==> config.mk <==
export PLATFORM = sky130hd
export DESIGN_NAME = fwts_ctrl
export DESIGN_NICKNAME = d
export VERILOG_FILES = /design/src/rtl/fwts_pkg.sv /design/src/rtl/fwts_ctrl.sv
export SDC_FILE = /design/constraint.sdc
export NUM_CORES = 1
export LEC_CHECK = 0
export CORE_AREA = 2 2 39 41
export CTS_CLUSTER_SIZE = 25
export DETAILED_ROUTE_END_ITERATION = 10
export DIE_AREA = 0 0 41 43
export DONT_BUFFER_PORTS = 1
export REMOVE_ABC_BUFFERS = 1
export SLEW_MARGIN = 20
export SYNTH_ARGS = -nofsm -noshare
export SYNTH_HDL_FRONTEND = slang
export SYNTH_SLANG_ARGS = --single-unit
==> constraint.sdc <==
create_clock -name clk -period 1.69 [get_ports clk]
set_clock_uncertainty 0.05 [all_clocks]
set_input_delay 0.338 -clock clk [delete_from_list [all_inputs] [get_ports clk]]
set_output_delay 0.338 -clock clk [all_outputs]
set_load 0.01 [all_outputs]
==> src/rtl/fwts_pkg.sv <==
// Package for the fixed-weight ternary sampler.
// Holds field widths, register indexes, reset values and the controller types.
// No dependencies; used by fwts_ctrl, fwts_dp and fixed_weight_ternary_sampler.
package fwts_pkg;

    // Field widths
    localparam int unsigned SEQ_LEN_W  = 11;
    localparam int unsigned WEIGHT_W   = 10;
    localparam int unsigned NEG_CODE_W = 8;
    localparam int unsigned WORD_W     = 16;
    localparam int unsigned POS_W      = 10;
    localparam int unsigned COEFF_W    = 8;

    // Configuration port
    localparam int unsigned CFG_IDX_W  = 2;
    localparam int unsigned CFG_DATA_W = 11;

    localparam logic [CFG_IDX_W-1:0] REG_SEQ_LENGTH = 2'd0;
    localparam logic [CFG_IDX_W-1:0] REG_WEIGHT     = 2'd1;
    localparam logic [CFG_IDX_W-1:0] REG_NEG_CODE   = 2'd2;

    localparam logic [SEQ_LEN_W-1:0]  SEQ_LENGTH_RST = 11'd512;
    localparam logic [WEIGHT_W-1:0]   WEIGHT_RST     = 10'd128;
    localparam logic [NEG_CODE_W-1:0] NEG_CODE_RST   = 8'd255;

    localparam logic [COEFF_W-1:0] COEFF_PLUS_ONE = 8'd1;

    // Run epoch stored beside each table entry; code zero means never touched
    localparam int unsigned EPOCH_W = 8;
    localparam logic [EPOCH_W-1:0] EPOCH_FIRST = 8'd1;
    localparam logic [EPOCH_W-1:0] EPOCH_NONE  = 8'd0;

    // Width of the divider iteration counter
    localparam int unsigned DIV_CNT_W = 4;

    typedef enum logic [3:0] {
        ST_SWEEP,
        ST_SWEEP_RUN,
        ST_IDLE,
        ST_DIV_INIT,
        ST_DIV,
        ST_RD_I,
        ST_RD_J,
        ST_WR_I,
        ST_WR_J
    } state_t;

    typedef struct packed {
        logic sweep;      // write the never-touched mark into one entry
        logic load;       // capture the random word
        logic clear_run;  // drop a stale run before the new step
        logic emit_err;   // issue an error result
        logic div_init;   // load the divisor
        logic div_step;   // one restoring division step
        logic rd_i;       // read entry i
        logic rd_j;       // read entry j, hold entry i
        logic wr_i;       // write entry i with entry j
        logic finish;     // write entry j, issue the result, advance the step
    } cmd_t;

    typedef struct packed {
        logic cfg_bad;
        logic stale;
        logic epoch_full;
        logic div_last;
        logic sweep_last;
        logic run_last;
    } status_t;

endpackage

==> src/rtl/fwts_ctrl.sv <==
// Controller state machine of the fixed-weight ternary sampler.
// Sequences table sweeps, the modulo divider and the two-entry swap.
// Depends on fwts_pkg.
module fwts_ctrl (
    input  logic             clk,
    input  logic             rst_n,
    input  logic             start,
    input  fwts_pkg::status_t status,
    output fwts_pkg::cmd_t   cmd,
    output logic             busy
);

    fwts_pkg::state_t state_reg;
    fwts_pkg::state_t state_next;

    // State register; reset enters the table sweep
    always_ff @(posedge clk or negedge rst_n)
    begin
        if (!rst_n)
        begin
            state_reg <= fwts_pkg::ST_SWEEP;
        end
        else
        begin
            state_reg <= state_next;
        end
    end

    // Next state and commands
    always_comb
    begin
        state_next = state_reg;
        cmd        = '0;
        busy       = 1'b1;
        case (state_reg)
            fwts_pkg::ST_SWEEP:
            begin
                cmd.sweep = 1'b1;
                if (status.sweep_last)
                begin
                    state_next = fwts_pkg::ST_IDLE;
                end
            end
            fwts_pkg::ST_SWEEP_RUN:
            begin
                cmd.sweep = 1'b1;
                if (status.sweep_last)
                begin
                    state_next = fwts_pkg::ST_DIV_INIT;
                end
            end
            fwts_pkg::ST_IDLE:
            begin
                busy = 1'b0;
                if (start)
                begin
                    if (status.cfg_bad)
                    begin
                        cmd.emit_err = 1'b1;
                    end
                    else
                    begin
                        cmd.load      = 1'b1;
                        cmd.clear_run = status.stale;
                        if (status.stale && status.epoch_full)
                        begin
                            state_next = fwts_pkg::ST_SWEEP_RUN;
                        end
                        else
                        begin
                            state_next = fwts_pkg::ST_DIV_INIT;
                        end
                    end
                end
            end
            fwts_pkg::ST_DIV_INIT:
            begin
                cmd.div_init = 1'b1;
                state_next   = fwts_pkg::ST_DIV;
            end
            fwts_pkg::ST_DIV:
            begin
                cmd.div_step = 1'b1;
                if (status.div_last)
                begin
                    state_next = fwts_pkg::ST_RD_I;
                end
            end
            fwts_pkg::ST_RD_I:
            begin
                cmd.rd_i   = 1'b1;
                state_next = fwts_pkg::ST_RD_J;
            end
            fwts_pkg::ST_RD_J:
            begin
                cmd.rd_j   = 1'b1;
                state_next = fwts_pkg::ST_WR_I;
            end
            fwts_pkg::ST_WR_I:
            begin
                cmd.wr_i   = 1'b1;
                state_next = fwts_pkg::ST_WR_J;
            end
            fwts_pkg::ST_WR_J:
            begin
                cmd.finish = 1'b1;
                if (status.run_last && status.epoch_full)
                begin
                    state_next = fwts_pkg::ST_SWEEP;
                end
                else
                begin
                    state_next = fwts_pkg::ST_IDLE;
                end
            end
            default:
            begin
                state_next = fwts_pkg::ST_SWEEP;
            end
        endcase
    end

endmodule

==> run metrics <==
Crit Path Category reg2out; status complete, but fails checks; most frequent cells in the layout buf_4, nor2_1, inv_1, clkbuf_4; Core ar. 0.00138 sq mm; Synth Area per Inst 8.41 sq um; max reg flops 4; Mapped Cells 40; Placed Instances 60; ANT nets after route 0; Unique masters post-synth 23; Leakage 0.211 nW; clk buf depth 2; cell area after layout 487 sq um; Worst EP required 1.30 ns; Hold Crit Class in2async; Vias per Instance 4.74; num ports 20; Fmax achieved 0.589 GHz; total grt overflow 0; crit path DAT 1.31 ns; Synth Register Bits 4; crit path max fanout 6; Final Critical Period 1.70 ns; Cell Pwr Density 1970 mW/mm^2; post-layout util 0.352; area grow syn2layout 44.6%; root buffer cell clkbuf_4; Final period util 1.01; CP startpoint kind register; Peak VDD IR 0.000590 V; Final #Nets 65; Hold Fails Final Rpt 0; layout cells sized above 1 0.519; Final WS setup -0.00852 ns; # port buffers 0; Final HPWL DP 590 microns; # clock sinks 4; Die Width 41 microns; DRC errors left 0; Total Routed Length 862 microns; max_cap viols 0; Layout Cells excl Fill 70; Die Ht 43 microns; number of inserted diodes 0; H-Tree Depth 1; yosys warns 0; Total Power 0.000958 W; Avg WL per Cell 12.3 microns; First-pass DRT Iterations 1; failing checks negative setup slack; Vias 332; initial antenna violation count 0; standard-cell rows 14; Setup-failing EPs final 1; Placed Area 387 sq um; vias in the first global route 315; Critical Path End Type output pin; sequential fraction of the synthesis area 0.297; Starting Density 0.243; area of the die 0.00176 sq mm; Clock transition at path regs 0.04 ns; Mapped Area 337 sq um; Worst Tran Pin Value 0.398 ns; Slew headroom 0.733; Final GP Congestion 0.642; violation count after the first detailed-route iteration 0; CTS buffer count 3; CTS tree done; Filler cells 152; largest net degree at the start of global routing 12; commonest non-fill, non-tap cell in the layout buf_4; RSZ-0062 raised after global routing true; Clk Latency, worst-skew pair 0.23 ns; first-pass GRT wire length 1240 microns; Final Max Tran Viols 0; global-route usage over all layers 0.107
## report_power, final
| part | internal [W] | switching [W] |
|---|---|---|
| clock | 0.0000794 | 0.0000378 |
| sequential | 0.000145 | 0.0000526 |
| combinational | 0.000310 | 0.000334 |
| total | 0.000534 | 0.000424 |
## path summary, 6_finish.rpt
path / start / to / slack [ns] / depth (start not counted)
hold / removal: rst_n / state_reg[3] / 0.32 / 1
setup / recovery: state_reg[3] / cmd[3] / -0.009 / 4
hold reg to reg: state_reg[3] / state_reg[2] / 0.56 / 2
min in group clk: status[0] / state_reg[1] / 0.44 / 3
max in group asynchronous: rst_n / state_reg[2] / 1.09 / 1
setup reg to reg: state_reg[2] / state_reg[1] / 0.33 / 4
## what timing repair did
action | in CTS | in global routing
hold buffers | 1 | 0
buffers inserted | 3 | 3
hold endpoints to repair | 4 | 0
endpoints found under the setup margin | 7 | 8
gates resized for setup | 3 | 4
pin swaps | 3 | 1
## logic make-up (layout without fill, tap and decap cells)
family          after synthesis  in the layout  share of synthesized area
compound gates                7              7                      0.186
simple gates                 21             21                      0.379
xor+xnor                      1              1                     0.0260
flops                         4              4                      0.297
buf+inv                       7             21                      0.112
## metal layers
metal,global-route usage,wire length [microns]
met5,0,0
met4,0.0800,0
met3,0.0366,84
met2,0.169,436
met1,0.107,341
## critical path: stages (launching register included)
cell and delay [ns]:
dfrtp_2 0.43, inv_1 0.18, nand2_2 0.13, nor3b_2 0.20, buf_4 0.14
## area by class of cell
type                            instances  area [sq um]  area share
Clock buffer                            3          22.5      0.0463
Inverter                                4          15.0      0.0308
Multi-Input combinational cell         29           219       0.450
Sequential cell                         4           103       0.211
Tap cell                               16          20.0      0.0411
Timing Repair Buffer                   14           108       0.221
## Yosys cell counts
| cell type | n | area share |
|---|---|---|
| nor2_1 | 5 | 0.056 |
| dfrtp_1 | 4 | 0.30 |
| nor3_1 | 4 | 0.059 |
| buf_4 | 3 | 0.067 |
| inv_1 | 3 | 0.033 |
| nand2_1 | 3 | 0.033 |
| nor3b_1 | 2 | 0.045 |
| a2111oi_2 | 1 | 0.045 |
| a21boi_0 | 1 | 0.022 |
| a21oi_1 | 1 | 0.015 |
| a32o_1 | 1 | 0.030 |
| and2_1 | 1 | 0.019 |
| and3_2 | 1 | 0.022 |
| inv_2 | 1 | 0.011 |
| nand2b_1 | 1 | 0.019 |
| nor2_2 | 1 | 0.019 |
| nor2b_1 | 1 | 0.019 |
| nor4_1 | 1 | 0.019 |
| nor4b_4 | 1 | 0.071 |
| o211ai_1 | 1 | 0.022 |
| o221ai_1 | 1 | 0.026 |
| o311ai_0 | 1 | 0.026 |
| xnor2_1 | 1 | 0.026 |
## stage by stage
step / setup TNS [ns] / setup WS, ns / hold WS [ns]
after global placement: 0 / 0.165 / -0.00745
after detailed placement: 0 / 0.140 / -0.00746
after CTS: -0.0563 / -0.0337 / 0.316
after floorplan: 0 / 0.00176 / -0.00759
final: -0.00852 / -0.00852 / 0.323
after global routing: -0.243 / -0.0697 / 0.328
(Power assumes the default switching activity.)
